==> config.mk <==
export PLATFORM = sky130hd
export DESIGN_NAME = qte_sqrt_cell
export DESIGN_NICKNAME = d
export VERILOG_FILES = /design/src/sv/qte_pkg.sv /design/src/sv/qte_sqrt_cell.sv
export SDC_FILE = /design/constraint.sdc
export NUM_CORES = 1
export LEC_CHECK = 0
export BUFFER_PORTS_ARGS = -buffer_cell sky130_fd_sc_hd__clkbuf_2
export CAP_MARGIN = 20
export CORE_AREA = 2 2 236 238
export CTS_CLUSTER_DIAMETER = 40
export DETAILED_ROUTE_END_ITERATION = 10
export DIE_AREA = 0 0 238 240
export GPL_ROUTABILITY_DRIVEN = 1
export PLACE_DENSITY = 0.67
export SYNTH_ARGS = -nofsm -noshare
export SYNTH_HDL_FRONTEND = slang
export SYNTH_SLANG_ARGS = --single-unit
==> constraint.sdc <==
create_clock -name clk -period 11 [get_ports clk]
set_input_delay 0 -clock clk [delete_from_list [all_inputs] [get_ports clk]]
set_output_delay 0 -clock clk [all_outputs]
set_load 0.1 [all_outputs]
==> src/sv/qte_pkg.sv <==
package qte_pkg;

    // Block parameters
    localparam int ANGLE_BITS     = 24;
    localparam int QUAT_FRAC_BITS = 30;
    localparam int CORDIC_STEPS   = 24;

    // Derived widths and counts
    localparam int COMP_W       = 32;
    localparam int VEC_W        = 36;
    localparam int ANG_W        = 34;
    localparam int SQRT_STEPS   = 31;
    localparam int IDX_W        = 5;
    localparam int OUT_SHIFT    = 32 - ANGLE_BITS;
    localparam int PROD_SHIFT   = 60 - 2 * QUAT_FRAC_BITS;
    localparam int FRONT_STAGES = 5;
    localparam int PIPE_STAGES  = FRONT_STAGES + SQRT_STEPS + 1 + CORDIC_STEPS;

    // Configuration registers
    localparam int CFG_IDX_W  = 1;
    localparam int CFG_DATA_W = 31;
    localparam logic [CFG_IDX_W-1:0] CFG_INVERSE_MODE     = 1'b0;
    localparam logic [CFG_IDX_W-1:0] CFG_GIMBAL_THRESHOLD = 1'b1;
    localparam logic [30:0] THRESH_RESET = 31'd1073731087;

    // Lanes of the CORDIC cells
    localparam int LANE_HEAD  = 0;
    localparam int LANE_PITCH = 1;
    localparam int LANE_BANK  = 2;

    localparam logic signed [ANG_W-1:0] HALF_PI = ANG_W'(1) << 30;
    localparam logic signed [ANG_W:0] ROUND_HALF = ((ANG_W + 1)'(1) << OUT_SHIFT) >> 1;

    // atan(2^-i), units of pi/2^31
    localparam logic [31:0] ATAN_TAB [32] = '{
        32'h20000000, 32'h12E4051E, 32'h09FB385B, 32'h051111D4, 32'h028B0D43,
        32'h0145D7E1, 32'h00A2F61E, 32'h00517C55, 32'h0028BE53, 32'h00145F2F,
        32'h000A2F98, 32'h000517CC, 32'h00028BE6, 32'h000145F3, 32'h0000A2FA,
        32'h0000517D, 32'h000028BE, 32'h0000145F, 32'h00000A30, 32'h00000518,
        32'h0000028C, 32'h00000146, 32'h000000A3, 32'h00000051, 32'h00000029,
        32'h00000014, 32'h0000000A, 32'h00000005, 32'h00000003, 32'h00000001,
        32'h00000001, 32'h00000000
    };

    typedef struct packed {
        logic signed [COMP_W-1:0] quat_w;
        logic signed [COMP_W-1:0] quat_x;
        logic signed [COMP_W-1:0] quat_y;
        logic signed [COMP_W-1:0] quat_z;
    } quat_t;

    typedef struct packed {
        logic signed [ANGLE_BITS-1:0] heading_angle;
        logic signed [ANGLE_BITS-1:0] pitch_angle;
        logic signed [ANGLE_BITS-1:0] bank_angle;
        logic                         gimbal_lock;
    } euler_t;

    // Operands that ride alongside the square root
    typedef struct packed {
        logic signed [31:0]      sp;
        logic                    lock;
        logic signed [VEC_W-1:0] hy;
        logic signed [VEC_W-1:0] hx;
        logic signed [VEC_W-1:0] by;
        logic signed [VEC_W-1:0] bx;
    } side_t;

    typedef struct packed {
        logic [60:0] rem;
        logic [61:0] root;
    } sqrt_t;

    typedef struct packed {
        logic signed [VEC_W-1:0] x;
        logic signed [VEC_W-1:0] y;
        logic signed [ANG_W-1:0] z;
        logic                    zero;
    } vec_t;

    typedef vec_t [2:0] vec3_t;

    typedef struct packed {
        vec3_t              lane;
        logic               lock;
        logic signed [31:0] sp;
    } cordic_t;

    // Move the vector into the right half plane
    function automatic vec_t prerot(input logic signed [VEC_W-1:0] y,
                                    input logic signed [VEC_W-1:0] x);
        vec_t v;
        v.zero = (x == '0) && (y == '0);
        v.x    = x;
        v.y    = y;
        v.z    = '0;
        if (x < 0)
        begin
            if (y >= 0)
            begin
                v.x = y;
                v.y = -x;
                v.z = HALF_PI;
            end
            else
            begin
                v.x = -y;
                v.y = x;
                v.z = -HALF_PI;
            end
        end
        return v;
    endfunction

    // pi/2^31 units to output units, round half up
    function automatic logic [ANGLE_BITS-1:0] to_angle(input logic signed [ANG_W-1:0] z);
        logic signed [ANG_W:0] t;
        t = {z[ANG_W-1], z} + ROUND_HALF;
        return t[OUT_SHIFT +: ANGLE_BITS];
    endfunction

endpackage

==> src/sv/qte_sqrt_cell.sv <==
module qte_sqrt_cell import qte_pkg::*;
(
    input  logic             clk,
    input  logic             en,
    input  logic [IDX_W-1:0] idx,
    input  sqrt_t            s_in,
    input  side_t            side_in,
    output sqrt_t            s_out,
    output side_t            side_out
);

    sqrt_t s_reg, s_next;
    side_t side_reg;

    // One result bit: trial subtract of root plus 4^(30-idx)
    always_comb
    begin
        logic [61:0] bitv;
        logic [61:0] trial;
        bitv  = 62'(1) << (60 - 2 * int'(idx));
        trial = s_in.root + bitv;
        s_next = s_in;
        if ({1'b0, s_in.rem} >= trial)
        begin
            s_next.rem  = s_in.rem - trial[60:0];
            s_next.root = (s_in.root >> 1) + bitv;
        end
        else
        begin
            s_next.root = s_in.root >> 1;
        end
    end

    always_ff @(posedge clk)
    begin
        if (en)
        begin
            s_reg    <= s_next;
            side_reg <= side_in;
        end
    end

    assign s_out    = s_reg;
    assign side_out = side_reg;

endmodule

Word-level counts from Yosys, hierarchy flattened:

Index checks and enable logic that the tools add are counted.

* add/sub/neg operators: 4
* order comparisons: 1
* shift-type cells: 1
* multiplexer cells: 2

Operator list (number)
* 2-to-1 mux 61 bit: 2
* adder 61 x 62 -> 62 bit: 1
* adder 62 bit: 1
* >= comparator 61 x 62 -> 1 bit: 1
* left shift 1 x 32 -> 62 bit (first input constant): 1
* subtractor 61 bit: 1
* subtractor 6 x 6 -> 7 bit (first input constant): 1

* flip-flop bits (word level): 300
* output and inout port bits: 300
* word-level logic and storage cells: 17

Logic depth before layout (Yosys ltp):

* depth after elaboration: 5
* gate-level depth with buffers: 38

Worst setup path before layout:

No wires, ideal clock.

* path kind: input port to flip-flop
* from: in idx[0]
* to: reg s_reg, in the netlist s_out[0], data pin
* arrival time: 6441 ps
* required time: 10740 ps
* slack: 4299 ps
* cell stages on the path: 35
* path buffers: 5
* cell sequence: ha_1 buf_4 a21o_1 and4_1 clkbuf_1 nor2_1 nor2_1 ha_1 and4_1 nand3_1 a221oi_2 o21ai_1 o211ai_2 nand4_1 and3_1 a31oi_1 a21oi_1 nor2_1 nor2_1 xor2_1 ha_1 a21o_1 a21o_1 a21o_1 a211oi_1 o211ai_1 a32o_1 a211oi_2 o221ai_1 o221a_2 buf_2 nand2_4 buf_6 buf_4 mux2_2

RTL lines
* start: declaration: line qte_sqrt_cell.sv:5 `input logic [IDX_W-1:0] idx,`
* end signal: assignment: line qte_sqrt_cell.sv:38 `s_reg <= s_next;`
* end: declaration: line qte_sqrt_cell.sv:12 `sqrt_t s_reg, s_next;`

==> flow_summary.yaml <==
logic_synthesis:
  ys_types: 95
  ys_ff_latch: 300
  postSynthAreaPerCell_um2: 10.3
  synthArstFlopShare_pct: 0
  synth_ff_type: "edfxtp_1"
  synth_fa_ha_area_share_pct: 7.46
  ys_seq_area_share_pct: 47.8
  synth_mux_area_share_pct: 0.942
  synth_xor_area_share_pct: 9.04
  netlist_area_um2: 18900
  synth-compound-area-share_pct: 17.2
  syn_nets: 2240
  synth_warnings: 0
  synth_top_family_by_area: "compound AO/OA/AOI/OAI gates"
  netlist_instances: 1826
  synth-edff-count: 300
  synthSimpleGateAreaFrac_pct: 14.9
power_and_ir_drop:
  vdd_drop_max_uv: 150
  p_leak_uw: 0.0115
  p_per_area_nw_per_um2: 169
setup_path:
  cp-start-kind: "input pin"
  critical_path.max_stage_delay_ns: 0.60
  crit_arrival_ns: 8.60
  worst_setup_path_end_kind: "flop"
  required_ns: 11.34
  crit_type: "in2reg"
  worstPathMaxFanout: 70
  cp-startpoint: "idx[0]"
  worst_path_max_delay_cell: "xnor2_2"
placement:
  dp_hpwl_um: 65100
  gp_congestion: 0.936
  post-place-ws_ns: 2.08
  post_dp_cell_area_um2: 22500
  placedCellCount: 3074
  port_buffers: 606
sta:
  rsz0062_at_grt: "false"
  final-max-slew-violation-count: 0
  fin_ws_ns: 2.74
  fin_crit_sh_pct: 75.1
  finalCriticalPeriod_ns: 8.26
  relSlewSlack_pct: 31.5
  final.setup.tns_ns: 0
  finalHoldViolations: 0
  finalSetupViolCount: 0
  fmax_ghz: 0.121
  worst_slew_pin_slew_ns: 1.03
die:
  die_area_um2: 57100
  die_h_um: 240
  ios: 607
  start_util_pct: 34.5
  rows: 86
  die_x_um: 238
  core-area_um2: 54700
status:
  status: "finished clean"
route:
  drt-pass1-iter-count: 6
  drt_wl_total_um: 84300
  num_vias: 18400
  top_layer_used: "met5"
  wl_met1_um: 35400
  wl_per_cell_um: 24.2
  viasPerCell: 5.27
  drt_iter0_markers: 1362
  met2RoutedLength_um: 39000
  ant_nets: 0
  wl_met3_um: 5430
  drc_errors: 0
cells_and_area:
  stdcell_count: 3490
  final_core_util_pct: 50.1
  layout_common_cells: "clkbuf_2 (605), dlygate4sd3_1 (301), edfxtp_1 (300), nand2_1 (216), nor2_1 (133)"
  finalInstanceArea_um2: 27400
  nets: 3144
  syn2layout_area_growth_pct: 45.3
  drive_gt1_share_pct: 27.3
  mostFrequentLayoutCell: "clkbuf_2"
  n_fill_cell: 5039
run:
  maxCapViolCount: 0
hold_path:
  hold_start: "s_in[17]"
  min_path_type: "in2reg"
grt:
  antenna_found_initial: 12
  grt_overflow: 0
  grt_pass1_vias: 18300
  grt_use_total_pct: 28.4
  grt_pass1_wl_um: 121000
  grt_max_degree: 116
clocking:
  cts_setup_buffers: 0
  cts_resized: 0
  cts_root_buf: "clkbuf_16"
  cts.sinks: 300
  cts.clk_slew.worst_paths_ns: 0.05
  htreeDepth: 2
  cts_tree: "done"
  cts_buffers: 56
  cts_hold_buf: 301
  clock_path_buffers: 3
[synth_stat cells (all sizes together), types with 12 or more instances]
| cell type | number | area [um^2] |
|---|---|---|
| o211ai | 22 | 170 |
| nand2b | 14 | 87.6 |
| ha | 106 | 1330 |
| edfxtp | 300 | 9010 |
| inv | 41 | 154 |
| nand3 | 54 | 275 |
| xnor2 | 97 | 857 |
| a31oi | 38 | 238 |
| a21o | 42 | 315 |
| xor2 | 96 | 848 |
| nor2 | 137 | 538 |
| or3 | 12 | 75.1 |
| o31ai | 17 | 141 |
| nand4 | 30 | 188 |
| and3 | 21 | 133 |
| o21ai | 158 | 795 |
| a21boi | 13 | 97.6 |
| clkbuf | 38 | 143 |
| nand2 | 218 | 828 |
| a211oi | 13 | 108 |
| nor2b | 14 | 87.6 |
| o21bai | 22 | 165 |
| buf | 31 | 200 |
| a21oi | 102 | 518 |
| and2 | 16 | 100 |
| nor3 | 27 | 145 |
[flip-flops by register name, indices dropped and copies added, names as in the netlist]
register	count
side_out	177
s_out	123
[worst max-delay path: cells and delay by family]
kind | cells | cell delay [ns]
adder cells (fa/ha/maj) | 3 | 1.14
buffers and inverters | 3 | 0.79
XOR/XNOR | 2 | 0.74
AO/OA/AOI/OAI | 14 | 3.27
multiplexers | 1 | 0.37
AND/OR/NAND/NOR | 9 | 2.18
[path summary, 6_finish.rpt]
check | end | slack, ns | cells after the start
worst min-delay path | s_out[16] | 0.09 | 3
worst max-delay path | s_out[79] | 2.74 | 32
[per-stage QoR]
| stage | hold slack, ns | power [uW] |
|---|---|---|
| after CTS | 0.0702 | 4630 |
| final | 0.0924 | 4620 |
| after global placement | 0.177 | 2850 |
| after detailed placement | 0.179 | 2850 |
| after global routing | 0.0819 | 4770 |
| after floorplan | 0.0989 | 2500 |
[area by class of cell]
class	count	area (um^2)	share of cell area (%)
Multi-Input combinational cell	1416	9350	34.1
Sequential cell	300	9010	32.9
Timing Repair Buffer	915	6140	22.4
Clock buffer	62	1420	5.20
Tap cell	704	881	3.21
Clock inverter	42	423	1.54
Inverter	41	154	0.562
Antenna cell	10	25.0	0.0913
[per-layer routing]
layer | up-vias | global-route usage, %
li1 | 8671 | -
met1 | 8807 | 36.4
met2 | 738 | 46.3
met3 | 179 | 5.59
met4 | 12 | 13.4
met5 | - | 0
[power by group]
| group | switching (uW) | internal [uW] | total [uW] | leakage (uW) |
|---|---|---|---|---|
| clock | 650 | 1040 | 1690 | 0.000879 |
| sequential | 44.1 | 1380 | 1420 | 0.00293 |
| combinational | 1170 | 342 | 1510 | 0.00772 |
| total | 1860 | 2760 | 4620 | 0.0115 |
[kinds of logic after synthesis]
group | after synthesis
compound gates | 505
xor+xnor | 193
fa+ha+maj | 113
buf+inv | 110
flops | 300
mux | 15
simple gates | 590
Note: power is estimated with default switching activity, not from simulation.
