## src/sv/qte_pkg.sv

```systemverilog
package qte_pkg;

    // Block parameters
    localparam int ANGLE_BITS     = 24;
    localparam int QUAT_FRAC_BITS = 30;
    localparam int CORDIC_STEPS   = 24;

    // Derived widths and counts
    localparam int COMP_W       = 32;
    localparam int VEC_W        = 36;
    localparam int ANG_W        = 34;
    localparam int SQRT_STEPS   = 31;
    localparam int IDX_W        = 5;
    localparam int OUT_SHIFT    = 32 - ANGLE_BITS;
    localparam int PROD_SHIFT   = 60 - 2 * QUAT_FRAC_BITS;
    localparam int FRONT_STAGES = 5;
    localparam int PIPE_STAGES  = FRONT_STAGES + SQRT_STEPS + 1 + CORDIC_STEPS;

    // Configuration registers
    localparam int CFG_IDX_W  = 1;
    localparam int CFG_DATA_W = 31;
    localparam logic [CFG_IDX_W-1:0] CFG_INVERSE_MODE     = 1'b0;
    localparam logic [CFG_IDX_W-1:0] CFG_GIMBAL_THRESHOLD = 1'b1;
    localparam logic [30:0] THRESH_RESET = 31'd1073731087;

    // Lanes of the CORDIC cells
    localparam int LANE_HEAD  = 0;
    localparam int LANE_PITCH = 1;
    localparam int LANE_BANK  = 2;

    localparam logic signed [ANG_W-1:0] HALF_PI = ANG_W'(1) << 30;
    localparam logic signed [ANG_W:0] ROUND_HALF = ((ANG_W + 1)'(1) << OUT_SHIFT) >> 1;

    // atan(2^-i), units of pi/2^31
    localparam logic [31:0] ATAN_TAB [32] = '{
        32'h20000000, 32'h12E4051E, 32'h09FB385B, 32'h051111D4, 32'h028B0D43,
        32'h0145D7E1, 32'h00A2F61E, 32'h00517C55, 32'h0028BE53, 32'h00145F2F,
        32'h000A2F98, 32'h000517CC, 32'h00028BE6, 32'h000145F3, 32'h0000A2FA,
        32'h0000517D, 32'h000028BE, 32'h0000145F, 32'h00000A30, 32'h00000518,
        32'h0000028C, 32'h00000146, 32'h000000A3, 32'h00000051, 32'h00000029,
        32'h00000014, 32'h0000000A, 32'h00000005, 32'h00000003, 32'h00000001,
        32'h00000001, 32'h00000000
    };

    typedef struct packed {
        logic signed [COMP_W-1:0] quat_w;
        logic signed [COMP_W-1:0] quat_x;
        logic signed [COMP_W-1:0] quat_y;
        logic signed [COMP_W-1:0] quat_z;
    } quat_t;

    typedef struct packed {
        logic signed [ANGLE_BITS-1:0] heading_angle;
        logic signed [ANGLE_BITS-1:0] pitch_angle;
        logic signed [ANGLE_BITS-1:0] bank_angle;
        logic                         gimbal_lock;
    } euler_t;

    // Operands that ride alongside the square root
    typedef struct packed {
        logic signed [31:0]      sp;
        logic                    lock;
        logic signed [VEC_W-1:0] hy;
        logic signed [VEC_W-1:0] hx;
        logic signed [VEC_W-1:0] by;
        logic signed [VEC_W-1:0] bx;
    } side_t;

    typedef struct packed {
        logic [60:0] rem;
        logic [61:0] root;
    } sqrt_t;

    typedef struct packed {
        logic signed [VEC_W-1:0] x;
        logic signed [VEC_W-1:0] y;
        logic signed [ANG_W-1:0] z;
        logic                    zero;
    } vec_t;

    typedef vec_t [2:0] vec3_t;

    typedef struct packed {
        vec3_t              lane;
        logic               lock;
        logic signed [31:0] sp;
    } cordic_t;

    // Move the vector into the right half plane
    function automatic vec_t prerot(input logic signed [VEC_W-1:0] y,
                                    input logic signed [VEC_W-1:0] x);
        vec_t v;
        v.zero = (x == '0) && (y == '0);
        v.x    = x;
        v.y    = y;
        v.z    = '0;
        if (x < 0)
        begin
            if (y >= 0)
            begin
                v.x = y;
                v.y = -x;
                v.z = HALF_PI;
            end
            else
            begin
                v.x = -y;
                v.y = x;
                v.z = -HALF_PI;
            end
        end
        return v;
    endfunction

    // pi/2^31 units to output units, round half up
    function automatic logic [ANGLE_BITS-1:0] to_angle(input logic signed [ANG_W-1:0] z);
        logic signed [ANG_W:0] t;
        t = {z[ANG_W-1], z} + ROUND_HALF;
        return t[OUT_SHIFT +: ANGLE_BITS];
    endfunction

endpackage

```

## src/sv/qte_cordic_cell.sv

```systemverilog
module qte_cordic_cell import qte_pkg::*;
(
    input  logic             clk,
    input  logic             en,
    input  logic [IDX_W-1:0] idx,
    input  cordic_t          c_in,
    output cordic_t          c_out
);

    cordic_t c_reg, c_next;

    // One vectoring micro-rotation on each lane
    always_comb
    begin
        logic signed [VEC_W-1:0] dx;
        logic signed [VEC_W-1:0] dy;
        logic signed [ANG_W-1:0] at;
        c_next = c_in;
        at = ANG_W'(ATAN_TAB[idx]);
        for (int k = 0; k < 3; k++)
        begin
            dx = c_in.lane[k].x >>> idx;
            dy = c_in.lane[k].y >>> idx;
            if (c_in.lane[k].y < 0)
            begin
                c_next.lane[k].x = c_in.lane[k].x - dy;
                c_next.lane[k].y = c_in.lane[k].y + dx;
                c_next.lane[k].z = c_in.lane[k].z - at;
            end
            else
            begin
                c_next.lane[k].x = c_in.lane[k].x + dy;
                c_next.lane[k].y = c_in.lane[k].y - dx;
                c_next.lane[k].z = c_in.lane[k].z + at;
            end
        end
    end

    always_ff @(posedge clk)
    begin
        if (en)
            c_reg <= c_next;
    end

    assign c_out = c_reg;

endmodule

```

## config.mk

```make
export PLATFORM = sky130hd
export DESIGN_NAME = qte_cordic_cell
export DESIGN_NICKNAME = d
export VERILOG_FILES = /design/src/sv/qte_pkg.sv /design/src/sv/qte_cordic_cell.sv
export SDC_FILE = /design/constraint.sdc
export NUM_CORES = 2
export LEC_CHECK = 0
export BUFFER_PORTS_ARGS = -buffer_cell sky130_fd_sc_hd__buf_2
export CORE_ASPECT_RATIO = 0.7
export CORE_MARGIN = 2
export CORE_UTILIZATION = 50
export CTS_CLUSTER_SIZE = 10
export DETAILED_ROUTE_END_ITERATION = 8
export PLACE_DENSITY = 0.74
export SYNTH_ARGS = -nofsm -noshare
export SYNTH_HDL_FRONTEND = slang
export SYNTH_SLANG_ARGS = --single-unit
```

## constraint.sdc

```tcl
create_clock -name clk -period 9.71 [get_ports clk]
set_input_delay 0.971 -clock clk [delete_from_list [all_inputs] [get_ports clk]]
set_output_delay 0.971 -clock clk [all_outputs]
set_load 0.05 [all_outputs]
```

-- Word-level counts from Yosys, hierarchy flattened
Memory sizes are Yosys's and may differ from the RTL's.
Cells that the tools add are included.
- bits of input ports: 361
- bits in read-only memories: 1024
- register bits: 354
- memories kept: 1
- output and inout bits: 354
- word-level logic and storage cells: 49
- memory list (memory ; depth ; width ; read ports ; clocked after memory_dff ; write ports ; line ; text):
    (name not given) ; 32 ; 32 ; 1 ; 0 ; 0 ; qte_cordic_cell.sv:19 ; at = ANG_W'(ATAN_TAB[idx]);
- muxes and demuxes: 5
- shifts and indexed selects: 6
- magnitude comparators: 4
- add/sub/neg operators: 18
- bitwise gates (word level): 1
- operators by type and width (kind ; count):
    $mux 106 ; 3
    $add 36x36->36 ; 6
    $sshr 36x5->36 ; 6
    $sub 36x36->36 ; 6
    $lt 36x1->1 const B ; 3
    $add 34x33->34 ; 3
    $sub 34x33->34 ; 3
    $mux 32 ; 2
    $ge 6x6->1 const B ; 1
    $not 5->6 ; 1

-- Depth between registers and ports, before layout
- depth after elaboration: 6
- mapped depth: 34
- depth with buffers taken out: 25

-- Worst setup path before layout
OpenSTA, ideal clock, no wires.
- path type: input port to flip-flop
- start point: input port idx[1]
- end point: register c_reg (netlist bit c_out[280]), data pin
- setup time: 0.266 ns
- buffers on the path: 7
- cell stages on the path: 30
- required time: 9.444 ns
- setup slack: 2.077 ns
- arrival time: 7.367 ns
- cells stage by stage: inv_1 -> buf_4 -> buf_2 -> buf_4 -> buf_2 -> buf_2 -> buf_2 -> ha_1 -> clkbuf_1 -> mux4_2 -> nor2_1 -> a41oi_1 -> inv_1 -> ha_1 -> and2_1 -> nand2_1 -> o22ai_1 -> mux2_2 -> ha_1 -> a21oi_1 -> a21oi_1 -> a211o_1 -> or4b_2 -> a32oi_1 -> o31ai_1 -> nor4_1 -> o31ai_1 -> nor4_1 -> nor3_1 -> xor2_1
- RTL lines (item ; line ; text):
    start, declared ; qte_cordic_cell.sv:5 ; input logic [IDX_W-1:0] idx,
    end signal, assigned ; qte_cordic_cell.sv:42 ; c_reg <= c_next;
    end, declared ; qte_cordic_cell.sv:10 ; cordic_t c_reg, c_next;

==> results.yml <==
clocking:
  clk_pin_slew_worst_paths_ps: 60
  clock_sinks: 354
  cts_setup_buffers: 0
  cts_resized: 0
  clockBufferDepth: 3
  root_buffer: "clkbuf_16"
  cts-buffers-inserted: 44
  hold_buffers: 0
  cts_tree: "done"
  h-tree-depth: 2
floorplan:
  top_level_ports: 715
  die_area_um2: 97400
  rows: 94
  die_h_um: 262
  core_um2: 94000
  dieWidth_um: 372
  start_util_pct: 50.5
grt:
  grt_pass1_wl_um: 270000
  antenna_found_initial: 31
  first_global_vias: 41900
  grt_usage_pct: 36.3
  grt_max_degree: 147
  overflow: 0
sta:
  worstMarginPinSlew_ps: 1150
  rsz0062_at_grt: "false"
  setup_ws_ps: 1730
  fin_crit_ps: 7980
  setup_viol: 0
  slew_violations: 0
  hold_viol_final: 0
  min_period_over_period_pct: 82.2
  maxSlewHeadroom_pct: 23.1
  tns_ps: 0
  max_freq_mhz: 125
  fin_hold_ws_ps: 515
detailed_routing:
  dr.first_iter.drc_count: 7137
  avgViaCountPerCell: 6.71
  drt-wirelength-per-cell_um: 27.2
  route.detailed.drc: 0
  num_vias: 45900
  routed_wirelength_um: 186000
  drtPass1Iterations: 7
  ant_nets: 0
cells_and_area:
  fillers: 8390
  largest_reg_flops: 354
  synthToLayoutAreaGrowth_pct: 11.9
  finalNetCount: 6250
  multi_input_area_um2: 34800
  seq_area_um2: 10600
  layout-drive-gt1-share_pct: 23.8
synthesis:
  yosys_most_used_dff: "edfxtp_1"
  synth_fp_nets: 5709
  synth-edff-count: 354
  synth_area_per_cell_um2: 9.46
  ys_types: 112
  postSynthCellCount: 5012
  ys_warn_count: 0
  async_flop_share_pct: 0
  synth_seq_cells: 354
  seq_area_frac_synth_pct: 22.4
  syn-cell-area_um2: 47400
place:
  dp_slack_ps: 1410
  routabilityCongestion: 1.00
  hpwlAfterDp_um: 144000
  port_buffers: 714
run:
  cap_violations: 0
setup_path:
  critPathArrivalTime_ps: 8340
  end_kind: "flip-flop"
  required_ps: 10070
  worst-path-max-fanout: 72
  cp-start-kind: "primary input"
  crit_type: "primary input to flip-flop"
outcome:
  status: "complete, no violations"
pwr:
  vdd_drop_max_v: 0.000156
  power_leakage_nw: 22.1
  power.total_mw: 9.51
  p_per_area_nw_per_um2: 179
worst_hold_path:
  worstHoldPathType: "primary input to flip-flop"
## metal layers
metal	track usage, %	routed length (um)	vias up	share of wire (%)
met4	10.5	5770	6	3.1
met5	0	34	-	0.018
li1	-	-	20300	-
met2	50.9	76700	3293	41
met3	11.0	26300	422	14
met1	53.5	77500	21900	42
## critical path, cell delays in order
cell and delay (ps):
buf_8 480, inv_1 350, ha_1 510, and2_1 190, o21ai_0 90, a21oi_1 550
o2111ai_1 240, or3b_2 540, nor4_1 770, and3b_1 470, nor2_1 140, mux2i_1 150
ha_1 300, o21ai_0 200, nand2b_1 90, and3_1 180, a32oi_1 520, o31ai_1 270
nor4_1 460, o31ai_1 200, nor4_1 230, nor3_1 110, xor2_1 150
## layout by cell type (no fill, tap or decap), types with 46 or more instances in the layout
cell type and n:
buf_2 705, nor2_1 460, a21oi_1 421, edfxtp_1 354
ha_1 327, nand2_1 326, xnor2_1 316, mux4_2 288
mux2i_1 249, o21ai_0 235, xor2_1 159, a21o_1 148
inv_1 129, mux2_2 120, nand3_1 93, nor3_1 81
a31oi_1 81, nor2b_1 78, nand2b_1 63, o21a_1 62
and3_1 60, and2_1 59, buf_4 56, a211oi_1 46
## synthesized netlist by cell type (26+ instances only)
cell type | n | share of area (%)
nand2_1 | 327 | 2.6
and2_1 | 59 | 0.78
a211oi_1 | 46 | 0.73
and3_1 | 60 | 0.79
a31oi_1 | 81 | 1.1
nand3_1 | 93 | 0.98
nor2b_1 | 80 | 1.1
nor3_1 | 83 | 0.88
xor2_1 | 159 | 2.9
inv_1 | 134 | 1.1
o211ai_1 | 33 | 0.52
nor2_1 | 465 | 3.7
o21a_1 | 62 | 0.98
mux4_2 | 288 | 14
nand2b_1 | 63 | 0.83
buf_1 | 39 | 0.31
nand4_1 | 33 | 0.44
a22oi_1 | 26 | 0.41
buf_2 | 92 | 0.97
o21ai_0 | 235 | 2.5
clkbuf_1 | 98 | 0.78
mux2i_1 | 249 | 5.3
a21o_1 | 148 | 2.3
xnor2_1 | 316 | 5.8
o22ai_1 | 44 | 0.58
mux2_2 | 120 | 2.8
a21oi_1 | 421 | 4.4
o21bai_1 | 39 | 0.62
ha_1 | 327 | 8.6
edfxtp_1 | 354 | 22
## where the power goes
part	internal, mW	switching, mW
clock	0.875	0.703
combinational	1.80	3.80
sequential	2.23	0.104
total	4.91	4.60
## metrics by stage
step,std cells,cell area (um^2),utilization (%)
after global routing,6835,53000,56.4
final,6842,53100,56.5
after global placement,6755,51700,55.0
after CTS,6816,53000,56.4
after floorplan,5012,47400,-
after detailed placement,6755,51700,55.0
## area by class of cell
cell class              instances  share of cell area, %
flip-flops and latches        354                   20.0
well taps                    1248                   2.94
multi-input cells            4245                   65.7
clock inverters                13                  0.321
repair buffers                773                   7.82
inverters                     135                  0.988
diodes                         26                  0.123
clock buffers                  48                   2.10
## cells by family after synthesis
logic type / after synthesis / synth area share (%)
simple gates: 1397 / 14.3
compound gates: 1361 / 18.4
mux: 676 / 22.8
xor+xnor: 475 / 8.77
buf+inv: 413 / 4.23
flops: 354 / 22.4
fa+ha+maj: 336 / 9.01
## worst paths after layout
path,cells after the start,endpoint,from
hold / removal,1,c_out[30]$_DFFE_PP_,c_in[30]
setup / recovery,23,c_out[280]$_DFFE_PP_,idx[0]
Power figures use the tool's default switching activity.
